**config.mk**
```make
export PLATFORM = sky130hd
export DESIGN_NAME = poly_voice_allocator_top
export DESIGN_NICKNAME = d
export VERILOG_FILES = /design/src/pva_pkg.sv /design/src/pva_ram.sv /design/src/pva_scan.sv /design/src/poly_voice_allocator_top.sv
export SDC_FILE = /design/constraint.sdc
export NUM_CORES = 1
export LEC_CHECK = 0
export ABC_AREA = 1
export BUFFER_PORTS_ARGS = -buffer_cell sky130_fd_sc_hd__buf_4
export CORE_MARGIN = 2
export CORE_UTILIZATION = 26
export DETAILED_ROUTE_END_ITERATION = 12
export MAX_ROUTING_LAYER = met4
export PLACE_DENSITY_LB_ADDON = 0.12
export SYNTH_ARGS = -nofsm -noshare
export SYNTH_HDL_FRONTEND = slang
export SYNTH_SLANG_ARGS = --single-unit
```
**constraint.sdc**
```tcl
create_clock -name clk -period 3.7 [get_ports clk]
set_clock_uncertainty 0.1 [all_clocks]
set_input_delay 0.37 -clock clk [delete_from_list [all_inputs] [get_ports clk]]
set_output_delay 0.37 -clock clk [all_outputs]
set_load 0.02 [all_outputs]
```
**src/pva_pkg.sv**
```systemverilog
`timescale 1ns / 1ps
`default_nettype none
// ----------------------------------------------------------------------------
// pva_pkg
// Shared widths, action codes and scan interface types of the voice allocator.
// ----------------------------------------------------------------------------
package pva_pkg;

    // widest index and count over the supported pool sizes (up to 64 voices)
    localparam int MAX_IDX_W = 6;
    localparam int MAX_CNT_W = 7;

    // field widths
    localparam int NOTE_W    = 7;
    localparam int VEL_W     = 7;
    localparam int STAMP_W   = 32;
    localparam int ACTION_W  = 3;
    localparam int OUT_IDX_W = 4;
    localparam int OUT_CNT_W = 5;
    localparam int CFG_W     = 5;

    localparam logic [CFG_W-1:0] CFG_RESET = 5'd16;

    // event kinds
    localparam logic MODE_ON  = 1'b0;
    localparam logic MODE_OFF = 1'b1;

    // result actions
    localparam logic [ACTION_W-1:0] ACT_RETRIG  = 3'd0;
    localparam logic [ACTION_W-1:0] ACT_FREE    = 3'd1;
    localparam logic [ACTION_W-1:0] ACT_STEAL   = 3'd2;
    localparam logic [ACTION_W-1:0] ACT_RELEASE = 3'd3;
    localparam logic [ACTION_W-1:0] ACT_NOMATCH = 3'd4;

    // control from the sequencer to the scan unit
    typedef struct packed {
        logic                 clear;
        logic                 sample_valid;
        logic                 sample_busy;
        logic [MAX_IDX_W-1:0] sample_idx;
    } pva_scan_ctl_t;

    // accumulated scan results
    typedef struct packed {
        logic                 match_found;
        logic [MAX_IDX_W-1:0] match_idx;
        logic                 free_found;
        logic [MAX_IDX_W-1:0] free_idx;
        logic [MAX_IDX_W-1:0] oldest_idx;
        logic [MAX_CNT_W-1:0] busy_cnt;
    } pva_scan_res_t;

endpackage
`default_nettype wire

```
**src/pva_ram.sv**
```systemverilog
`timescale 1ns / 1ps
`default_nettype none
// ----------------------------------------------------------------------------
// pva_ram
// Generic single-port RAM with registered read data.
// ----------------------------------------------------------------------------
module pva_ram #(
    parameter int WIDTH = 8,
    parameter int DEPTH = 16
) (
    input  wire logic                                   clk,
    input  wire logic                                   we,
    input  wire logic [((DEPTH > 1) ? $clog2(DEPTH) : 1)-1:0] addr,
    input  wire logic [WIDTH-1:0]                       wdata,
    output logic      [WIDTH-1:0]                       rdata
);

    logic [WIDTH-1:0] mem [DEPTH];
    logic [WIDTH-1:0] rdata_reg;

    // write port and registered read
    always_ff @(posedge clk)
    begin
        if (we)
        begin
            mem[addr] <= wdata;
        end
        rdata_reg <= mem[addr];
    end

    assign rdata = rdata_reg;

endmodule
`default_nettype wire

```
**src/pva_scan.sv**
```systemverilog
`timescale 1ns / 1ps
`default_nettype none
// ----------------------------------------------------------------------------
// pva_scan
// Shared scan unit: one voice per cycle, tracks first note match, first free
// voice, oldest busy voice and the busy count.
// ----------------------------------------------------------------------------
module pva_scan (
    input  wire logic                          clk,
    input  wire logic                          rst_n,
    input  wire pva_pkg::pva_scan_ctl_t        ctl,
    input  wire logic [pva_pkg::NOTE_W-1:0]    note,
    input  wire logic [pva_pkg::NOTE_W-1:0]    sample_pitch,
    input  wire logic [pva_pkg::STAMP_W-1:0]   sample_stamp,
    output pva_pkg::pva_scan_res_t             res
);
    import pva_pkg::*;

    logic                 match_found_reg, match_found_next;
    logic [MAX_IDX_W-1:0] match_idx_reg, match_idx_next;
    logic                 free_found_reg, free_found_next;
    logic [MAX_IDX_W-1:0] free_idx_reg, free_idx_next;
    logic                 min_valid_reg, min_valid_next;
    logic [MAX_IDX_W-1:0] min_idx_reg, min_idx_next;
    logic [STAMP_W-1:0]   min_stamp_reg, min_stamp_next;
    logic [MAX_CNT_W-1:0] cnt_reg, cnt_next;
    logic                 hit;
    logic                 older;

    // the shared compares
    assign hit   = ctl.sample_busy && (sample_pitch == note);
    assign older = !min_valid_reg || (sample_stamp < min_stamp_reg);

    // accumulate over the scanned voices
    always_comb
    begin
        match_found_next = match_found_reg;
        match_idx_next   = match_idx_reg;
        free_found_next  = free_found_reg;
        free_idx_next    = free_idx_reg;
        min_valid_next   = min_valid_reg;
        min_idx_next     = min_idx_reg;
        min_stamp_next   = min_stamp_reg;
        cnt_next         = cnt_reg;
        if (ctl.clear)
        begin
            match_found_next = 1'b0;
            free_found_next  = 1'b0;
            min_valid_next   = 1'b0;
            cnt_next         = '0;
        end
        else if (ctl.sample_valid)
        begin
            if (ctl.sample_busy)
            begin
                cnt_next = cnt_reg + MAX_CNT_W'(1);
            end
            if (hit && !match_found_reg)
            begin
                match_found_next = 1'b1;
                match_idx_next   = ctl.sample_idx;
            end
            if (!ctl.sample_busy && !free_found_reg)
            begin
                free_found_next = 1'b1;
                free_idx_next   = ctl.sample_idx;
            end
            if (ctl.sample_busy && older)
            begin
                min_valid_next = 1'b1;
                min_idx_next   = ctl.sample_idx;
                min_stamp_next = sample_stamp;
            end
        end
    end

    always_ff @(posedge clk or negedge rst_n)
    begin
        if (!rst_n)
        begin
            match_found_reg <= 1'b0;
            match_idx_reg   <= '0;
            free_found_reg  <= 1'b0;
            free_idx_reg    <= '0;
            min_valid_reg   <= 1'b0;
            min_idx_reg     <= '0;
            min_stamp_reg   <= '0;
            cnt_reg         <= '0;
        end
        else
        begin
            match_found_reg <= match_found_next;
            match_idx_reg   <= match_idx_next;
            free_found_reg  <= free_found_next;
            free_idx_reg    <= free_idx_next;
            min_valid_reg   <= min_valid_next;
            min_idx_reg     <= min_idx_next;
            min_stamp_reg   <= min_stamp_next;
            cnt_reg         <= cnt_next;
        end
    end

    // result bundle
    always_comb
    begin
        res.match_found = match_found_reg;
        res.match_idx   = match_idx_reg;
        res.free_found  = free_found_reg;
        res.free_idx    = free_idx_reg;
        res.oldest_idx  = min_idx_reg;
        res.busy_cnt    = cnt_reg;
    end

endmodule
`default_nettype wire

```
**src/poly_voice_allocator_top.sv**
```systemverilog
`timescale 1ns / 1ps
`default_nettype none
// ----------------------------------------------------------------------------
// poly_voice_allocator_top
// Polyphonic voice allocator with retrigger, free-voice and oldest-voice
// stealing policy; note-off frees the first busy voice with that note.
//
//   channel  | dir | tdata (low bit up)                         | tuser
//   s_axis   | in  | note_number, strike_velocity               | mode
//   m_axis   | out | voice_index, voice_note, voice_velocity,    | action
//            |     | start_stamp, active_count                  |
//   cfg      | in  | cfg_wdata = voices_in_use                  | -
//
// After its transfer each event passes the scan state, one voice per cycle
// through the single scan unit and the voice memories, then a drain state
// for the registered read and a commit state, before ready returns.
// Reset clears the busy flags, the stamp counter and sets the pool to 16;
// note and stamp memories need no clearing.
// A stalled result sits in the output register; the commit waits for it.
// ----------------------------------------------------------------------------
module poly_voice_allocator_top #(
    parameter int VOICES = 16
) (
    input  wire logic                          clk,
    input  wire logic                          rst_n,
    input  wire logic                          cfg_we,
    input  wire logic [pva_pkg::CFG_W-1:0]     cfg_wdata,     // voices_in_use
    input  wire logic                          s_axis_tvalid,
    output logic                               s_axis_tready,
    input  wire logic [15:0]                   s_axis_tdata,  // note_number, strike_velocity
    input  wire logic                          s_axis_tuser,  // mode
    output logic                               m_axis_tvalid,
    input  wire logic                          m_axis_tready,
    output logic [55:0]                        m_axis_tdata,  // voice_index, voice_note,
                                                              // voice_velocity, start_stamp,
                                                              // active_count
    output logic [pva_pkg::ACTION_W-1:0]       m_axis_tuser   // action
);
    import pva_pkg::*;

    localparam int IDX_W = (VOICES > 1) ? $clog2(VOICES) : 1;
    localparam int CNT_W = $clog2(VOICES + 1);

    localparam logic [1:0] ST_IDLE   = 2'd0;
    localparam logic [1:0] ST_SCAN   = 2'd1;
    localparam logic [1:0] ST_DRAIN  = 2'd2;
    localparam logic [1:0] ST_COMMIT = 2'd3;

    logic [1:0]           state_reg, state_next;
    logic [CFG_W-1:0]     cfg_reg;
    logic                 mode_reg;
    logic [NOTE_W-1:0]    note_reg;
    logic [VEL_W-1:0]     vel_reg;
    logic [STAMP_W-1:0]   stamp_reg;
    logic [CNT_W-1:0]     scan_cnt_reg, scan_cnt_next;
    logic                 samp_valid_reg;
    logic                 samp_busy_reg;
    logic [IDX_W-1:0]     samp_idx_reg;
    logic [VOICES-1:0]    busy_reg;

    logic                 out_valid_reg;
    logic [ACTION_W-1:0]  out_action_reg;
    logic [OUT_IDX_W-1:0] out_idx_reg;
    logic [NOTE_W-1:0]    out_note_reg;
    logic [VEL_W-1:0]     out_vel_reg;
    logic [STAMP_W-1:0]   out_stamp_reg;
    logic [OUT_CNT_W-1:0] out_cnt_reg;

    logic                 in_fire;
    logic                 out_load;
    logic [7:0]           pool_wide;
    logic [CNT_W-1:0]     pool;
    logic [IDX_W-1:0]     scan_idx;
    logic [IDX_W-1:0]     ram_addr;
    logic                 ram_we;
    logic [NOTE_W-1:0]    rd_pitch;
    logic [STAMP_W-1:0]   rd_stamp;
    pva_scan_ctl_t        scan_ctl;
    pva_scan_res_t        scan_res;

    logic [ACTION_W-1:0]  commit_action;
    logic [IDX_W-1:0]     commit_idx;
    logic [CNT_W-1:0]     commit_cnt;
    logic [CNT_W-1:0]     cnt_base;
    logic [MAX_IDX_W-1:0] idx_wide;
    logic [MAX_CNT_W-1:0] cnt_wide;

    assign in_fire       = s_axis_tvalid && s_axis_tready;
    assign s_axis_tready = (state_reg == ST_IDLE);
    assign out_load      = (state_reg == ST_COMMIT) && (!out_valid_reg || m_axis_tready);
    assign scan_idx      = scan_cnt_reg[IDX_W-1:0];

    // pool size clamped to 1 .. VOICES
    always_comb
    begin
        if (cfg_reg == '0)
        begin
            pool_wide = 8'd1;
        end
        else if ({3'b000, cfg_reg} > 8'(VOICES))
        begin
            pool_wide = 8'(VOICES);
        end
        else
        begin
            pool_wide = {3'b000, cfg_reg};
        end
    end
    assign pool = pool_wide[CNT_W-1:0];

    // configuration register
    always_ff @(posedge clk or negedge rst_n)
    begin
        if (!rst_n)
        begin
            cfg_reg <= CFG_RESET;
        end
        else if (cfg_we)
        begin
            cfg_reg <= cfg_wdata;
        end
    end

    // sequencer
    always_comb
    begin
        state_next    = state_reg;
        scan_cnt_next = scan_cnt_reg;
        case (state_reg)
            ST_IDLE:
            begin
                if (in_fire)
                begin
                    state_next    = ST_SCAN;
                    scan_cnt_next = '0;
                end
            end
            ST_SCAN:
            begin
                scan_cnt_next = scan_cnt_reg + CNT_W'(1);
                if (scan_cnt_reg == pool - CNT_W'(1))
                begin
                    state_next = ST_DRAIN;
                end
            end
            ST_DRAIN:
            begin
                state_next = ST_COMMIT;
            end
            ST_COMMIT:
            begin
                if (out_load)
                begin
                    state_next = ST_IDLE;
                end
            end
            default:
            begin
                state_next = ST_IDLE;
            end
        endcase
    end

    always_ff @(posedge clk or negedge rst_n)
    begin
        if (!rst_n)
        begin
            state_reg      <= ST_IDLE;
            scan_cnt_reg   <= '0;
            samp_valid_reg <= 1'b0;
            samp_busy_reg  <= 1'b0;
            samp_idx_reg   <= '0;
            stamp_reg      <= '0;
        end
        else
        begin
            state_reg      <= state_next;
            scan_cnt_reg   <= scan_cnt_next;
            samp_valid_reg <= (state_reg == ST_SCAN);
            samp_busy_reg  <= busy_reg[scan_idx];
            samp_idx_reg   <= scan_idx;
            if (in_fire && (s_axis_tuser == MODE_ON))
            begin
                stamp_reg <= stamp_reg + STAMP_W'(1);
            end
        end
    end

    // event capture
    always_ff @(posedge clk)
    begin
        if (in_fire)
        begin
            mode_reg <= s_axis_tuser;
            note_reg <= s_axis_tdata[NOTE_W-1:0];
            vel_reg  <= s_axis_tdata[NOTE_W+VEL_W-1:NOTE_W];
        end
    end

    // voice note and stamp memories
    assign ram_we   = (state_reg == ST_COMMIT) && (mode_reg == MODE_ON);
    assign ram_addr = (state_reg == ST_COMMIT) ? commit_idx : scan_idx;

    pva_ram #(
        .WIDTH (NOTE_W),
        .DEPTH (VOICES)
    ) u_pitch_ram (
        .clk   (clk),
        .we    (ram_we),
        .addr  (ram_addr),
        .wdata (note_reg),
        .rdata (rd_pitch)
    );

    pva_ram #(
        .WIDTH (STAMP_W),
        .DEPTH (VOICES)
    ) u_stamp_ram (
        .clk   (clk),
        .we    (ram_we),
        .addr  (ram_addr),
        .wdata (stamp_reg),
        .rdata (rd_stamp)
    );

    // scan unit
    always_comb
    begin
        scan_ctl.clear        = in_fire;
        scan_ctl.sample_valid = samp_valid_reg;
        scan_ctl.sample_busy  = samp_busy_reg;
        scan_ctl.sample_idx   = MAX_IDX_W'(samp_idx_reg);
    end

    pva_scan u_scan (
        .clk          (clk),
        .rst_n        (rst_n),
        .ctl          (scan_ctl),
        .note         (note_reg),
        .sample_pitch (rd_pitch),
        .sample_stamp (rd_stamp),
        .res          (scan_res)
    );

    // allocation decision
    assign cnt_base = scan_res.busy_cnt[CNT_W-1:0];
    always_comb
    begin
        commit_action = ACT_NOMATCH;
        commit_idx    = '0;
        commit_cnt    = cnt_base;
        if (mode_reg == MODE_ON)
        begin
            if (scan_res.match_found)
            begin
                commit_action = ACT_RETRIG;
                commit_idx    = scan_res.match_idx[IDX_W-1:0];
            end
            else if (scan_res.free_found)
            begin
                commit_action = ACT_FREE;
                commit_idx    = scan_res.free_idx[IDX_W-1:0];
                commit_cnt    = cnt_base + CNT_W'(1);
            end
            else
            begin
                commit_action = ACT_STEAL;
                commit_idx    = scan_res.oldest_idx[IDX_W-1:0];
            end
        end
        else if (scan_res.match_found)
        begin
            commit_action = ACT_RELEASE;
            commit_idx    = scan_res.match_idx[IDX_W-1:0];
            commit_cnt    = cnt_base - CNT_W'(1);
        end
    end

    assign idx_wide = MAX_IDX_W'(commit_idx);
    assign cnt_wide = MAX_CNT_W'(commit_cnt);

    // busy flags
    always_ff @(posedge clk or negedge rst_n)
    begin
        if (!rst_n)
        begin
            busy_reg <= '0;
        end
        else if (out_load && (commit_action != ACT_NOMATCH))
        begin
            busy_reg[commit_idx] <= (mode_reg == MODE_ON);
        end
    end

    // output register
    always_ff @(posedge clk or negedge rst_n)
    begin
        if (!rst_n)
        begin
            out_valid_reg <= 1'b0;
        end
        else if (out_load)
        begin
            out_valid_reg <= 1'b1;
        end
        else if (m_axis_tready)
        begin
            out_valid_reg <= 1'b0;
        end
    end

    always_ff @(posedge clk)
    begin
        if (out_load)
        begin
            out_action_reg <= commit_action;
            out_idx_reg    <= idx_wide[OUT_IDX_W-1:0];
            out_note_reg   <= (commit_action == ACT_NOMATCH) ? '0 : note_reg;
            out_vel_reg    <= (mode_reg == MODE_ON) ? vel_reg : '0;
            out_stamp_reg  <= (mode_reg == MODE_ON) ? stamp_reg : '0;
            out_cnt_reg    <= cnt_wide[OUT_CNT_W-1:0];
        end
    end

    assign m_axis_tvalid = out_valid_reg;
    assign m_axis_tuser  = out_action_reg;
    assign m_axis_tdata  = {1'b0, out_cnt_reg, out_stamp_reg, out_vel_reg,
                            out_note_reg, out_idx_reg};

    // a steal happens only with every voice in the pool busy
    assert property (@(posedge clk) disable iff (!rst_n)
        (state_reg == ST_COMMIT && mode_reg == MODE_ON && !scan_res.match_found
         && !scan_res.free_found) |-> (scan_res.busy_cnt == MAX_CNT_W'(pool)))
        else $error("steal with a free voice in the pool");

    // the active count never exceeds the pool
    assert property (@(posedge clk) disable iff (!rst_n)
        out_load |-> (cnt_wide <= MAX_CNT_W'(pool)))
        else $error("active count above pool size");

    // a note-on advances the stamp by one
    assert property (@(posedge clk) disable iff (!rst_n)
        (in_fire && s_axis_tuser == MODE_ON) |=> (stamp_reg == $past(stamp_reg) + STAMP_W'(1)))
        else $error("stamp did not advance on note-on");

    // a release leaves the voice free
    assert property (@(posedge clk) disable iff (!rst_n)
        (out_load && commit_action == ACT_RELEASE) |=> !busy_reg[$past(commit_idx)])
        else $error("released voice still busy");

    // the scan ends before the result is committed
    assert property (@(posedge clk) disable iff (!rst_n)
        (state_reg == ST_COMMIT) |-> !samp_valid_reg)
        else $error("scan sample pending at commit");

endmodule
`default_nettype wire

```
==> results_dict.tcl <==
set metrics [dict create \
    ctsRootBufferMaster "clkbuf_16" \
    slowest_delay_ns 0.72 \
    design_area_um2 43200 \
    top_register "u_stamp_ram.mem" \
    yosys_warnings 0 \
    cts_setup_buffers 0 \
    setup_viol 0 \
    crit_fanout 19 \
    grt_pass1_wl_um 162000 \
    cts.reportedPaths.clkPinSlew_ns 0.06 \
    critPathLaunchType "register" \
    syn_area_um2 36000 \
    ys_seq_area_share_pct 68.6 \
    worstPathCellList "inv_1 -> nor3_1 -> nand2_1 -> nor2_1 -> nand2_1 -> inv_1 -> nand4_1 -> xor2_1 -> inv_1" \
    layout_min_cycle_time_ns 3.51 \
    arrival_ns 3.99 \
    die_w_um 376 \
    route.vias.total 24000 \
    slew-limit-headroom_pct 36.8 \
    hold_ws_ns 0.212 \
    ys_ff_latch 855 \
    htreeDepth 3 \
    vdd_drop_max_mv 0.967 \
    initial_core_util_pct 26.2 \
    place_hpwl_um 59700 \
    numCtsBuffers 101 \
    place_congestion 0.723 \
    first_pass_iters 5 \
    synthCells 3525 \
    clock_sinks 855 \
    cp.buffers_inverters 3 \
    drive_above_1_share_pct 11.0 \
    synth.distinct_cells 40 \
    drt-wirelength-per-cell_um 19.6 \
    reg_top3 "u_stamp_ram.mem (512), u_pitch_ram.mem (112)" \
    syn_nets 3592 \
    grt_overflow 0 \
    fin_nets 3775 \
    drv_cap 0 \
    period_share_pct 94.8 \
    drv_slew 0 \
    crit_family "simple AND/OR/NAND/NOR gates" \
    grt_usage_pct 16.0 \
    rsz0062_at_grt "no" \
    largest_register_ffs 512 \
    coreArea_um2 137000 \
    hold_path_class "input pin to asynchronous set/reset pin" \
    hold_viol 0 \
    dpl_cell_area_um2 39500 \
    fin_cells 5592 \
    insertion_delay_ns 0.71 \
    die-area_um2 141000 \
    tritoncts "done" \
    power_density_nw_per_um2 813 \
    layout_commonest_cell "nand2_1" \
    wl_um 110000 \
    drt-initial-drc-count 1515 \
    vias_per_cell 4.29 \
    io_pins 88 \
    critPathRequiredTime_ns 4.18 \
    drc_errors 0 \
    drtAntennaViolNets 0 \
    end_kind "register" \
    fin_util_pct 31.5 \
    dieHeight_um 376 \
    cp_slowest_cell "dfrtp_1" \
    final_cell_mix "nand2_1, edfxtp_1, inv_1" \
    num_rows 136 \
    grt_pass1_vias 23700 \
    place_inst 5367 \
    io_buffers 84 \
    clock_path_buffers 3 \
    avgSynthCellArea_um2 10.2 \
    status "complete, no violations" \
    path_class "register to register" \
    antenna_found_initial 0 \
    max_slew.worst_pin.slew_ns 0.949 \
    fmax_ghz 0.285 \
    syn_to_final_growth_pct 20.2 \
    cpMostUsedCell "inv_1" \
    grt_max_degree 130 \
    leakage_nw 18.5 \
]
==> routing by layer <==
| layer | track usage (%) | part of all wire (%) | up-vias | wire [um] |
|---|---|---|---|---|
| met5 | - | 0 | - | 0 |
| met4 | 3.12 | 1.6 | 0 | 1720 |
| met3 | 2.50 | 3.4 | 124 | 3700 |
| met2 | 25.6 | 47 | 366 | 51300 |
| met1 | 21.6 | 48 | 11700 | 53200 |
| li1 | - | - | 11800 | - |
==> cells by family (layout without fill, tap and decap cells) <==
| family | count (synthesis) | in the layout | synth area share, % |
|---|---|---|---|
| buffers and inverters | 362 | 634 | 4.33 |
| other | 1 | 2 | 0.0104 |
| DFF | 855 | 855 | 68.6 |
| AOI/OAI and AO/OA | 113 | 113 | 1.77 |
| xor gates and xnor gates | 43 | 43 | 1.05 |
| muxes | 1 | 1 | 0.0313 |
| and+or+nand+nor | 2110 | 2110 | 22.8 |
| adders and majority gates | 40 | 40 | 1.39 |
==> layout make-up <==
type / instances / area [um^2]
Fill cell: 14100 / 94300
Sequential cell: 855 / 24700
Multi-Input combinational cell: 2308 / 9940
Clock buffer: 141 / 2870
Tap cell: 1794 / 2240
Timing Repair Buffer: 224 / 2090
Inverter: 218 / 826
Clock inverter: 51 / 579
Antenna cell: 1 / 2.50
==> synthesized netlist by cell type (all sizes together) <==
cell type  instances  area share (%)
nand2           1849              19
edfxtp           697              58
inv              218             2.3
dfrtp            118             8.2
nor2             111             1.2
nand3            109             1.6
buf              103             1.6
o21ai             47            0.67
clkbuf            41            0.43
xor2              41             1.0
ha                40             1.4
dfxtp             39             2.2
a21oi             33            0.46
nor3              18            0.29
nand4             13            0.24
a31oi             11            0.19
o22ai             10            0.17
nor4               7            0.12
o221ai             4           0.097
or2                3           0.052
a21o               2           0.042
o211ai             2           0.042
xnor2              2           0.049
a211oi             1           0.021
a22o               1           0.024
conb               1           0.010
dfstp              1           0.073
mux2               1           0.031
o21a               1           0.021
o21bai             1           0.021
==> power by group <==
group | leakage (nW) | total (mW) | switching (mW) | internal, mW
Sequential | 8.37 | 12.2 | 0.526 | 11.7
Combinational | 8.49 | 12.7 | 9.23 | 3.44
Clock | 1.67 | 10.3 | 4.18 | 6.13
==> repair_timing <==
action,in CTS,in global routing
hold buffers,32,0
setup endpoints to repair,0,0
resized for setup,0,0
endpoints found under the hold margin,98,0
==> path summary, 6_finish.rpt <==
check                                                            end  slack (ns)  cells after the start                                 start
worst max register to register             stamp_reg[31]$_DFFE_PN0P_        0.19                      9             stamp_reg[10]$_DFFE_PN0P_
worst max-delay path                       stamp_reg[31]$_DFFE_PN0P_        0.19                      9             stamp_reg[10]$_DFFE_PN0P_
min in group clk                               note_reg[4]$_DFFE_PP_        0.28                      2                       s_axis_tdata[4]
worst min-delay path            u_scan.min_stamp_reg[12]$_DFFE_PN0P_        0.21                      2                                 rst_n
worst min register to register  u_scan.min_stamp_reg[27]$_DFFE_PN0P_        0.37                      2  u_scan.min_stamp_reg[27]$_DFFE_PN0P_
max in group asynchronous                  stamp_reg[28]$_DFFE_PN0P_        2.43                      3                                 rst_n
==> metrics by stage <==
step	setup TNS [ns]	worst slack (ns)	power, mW
after floorplan	-50.05	-0.140	20.3
after global routing	0	0.120	37.7
after CTS	0	0.316	35.9
final	0	0.194	35.2
after global placement	0	0.323	25.4
after detailed placement	0	0.351	25.4
Note: power is estimated with default switching activity, not from simulation.
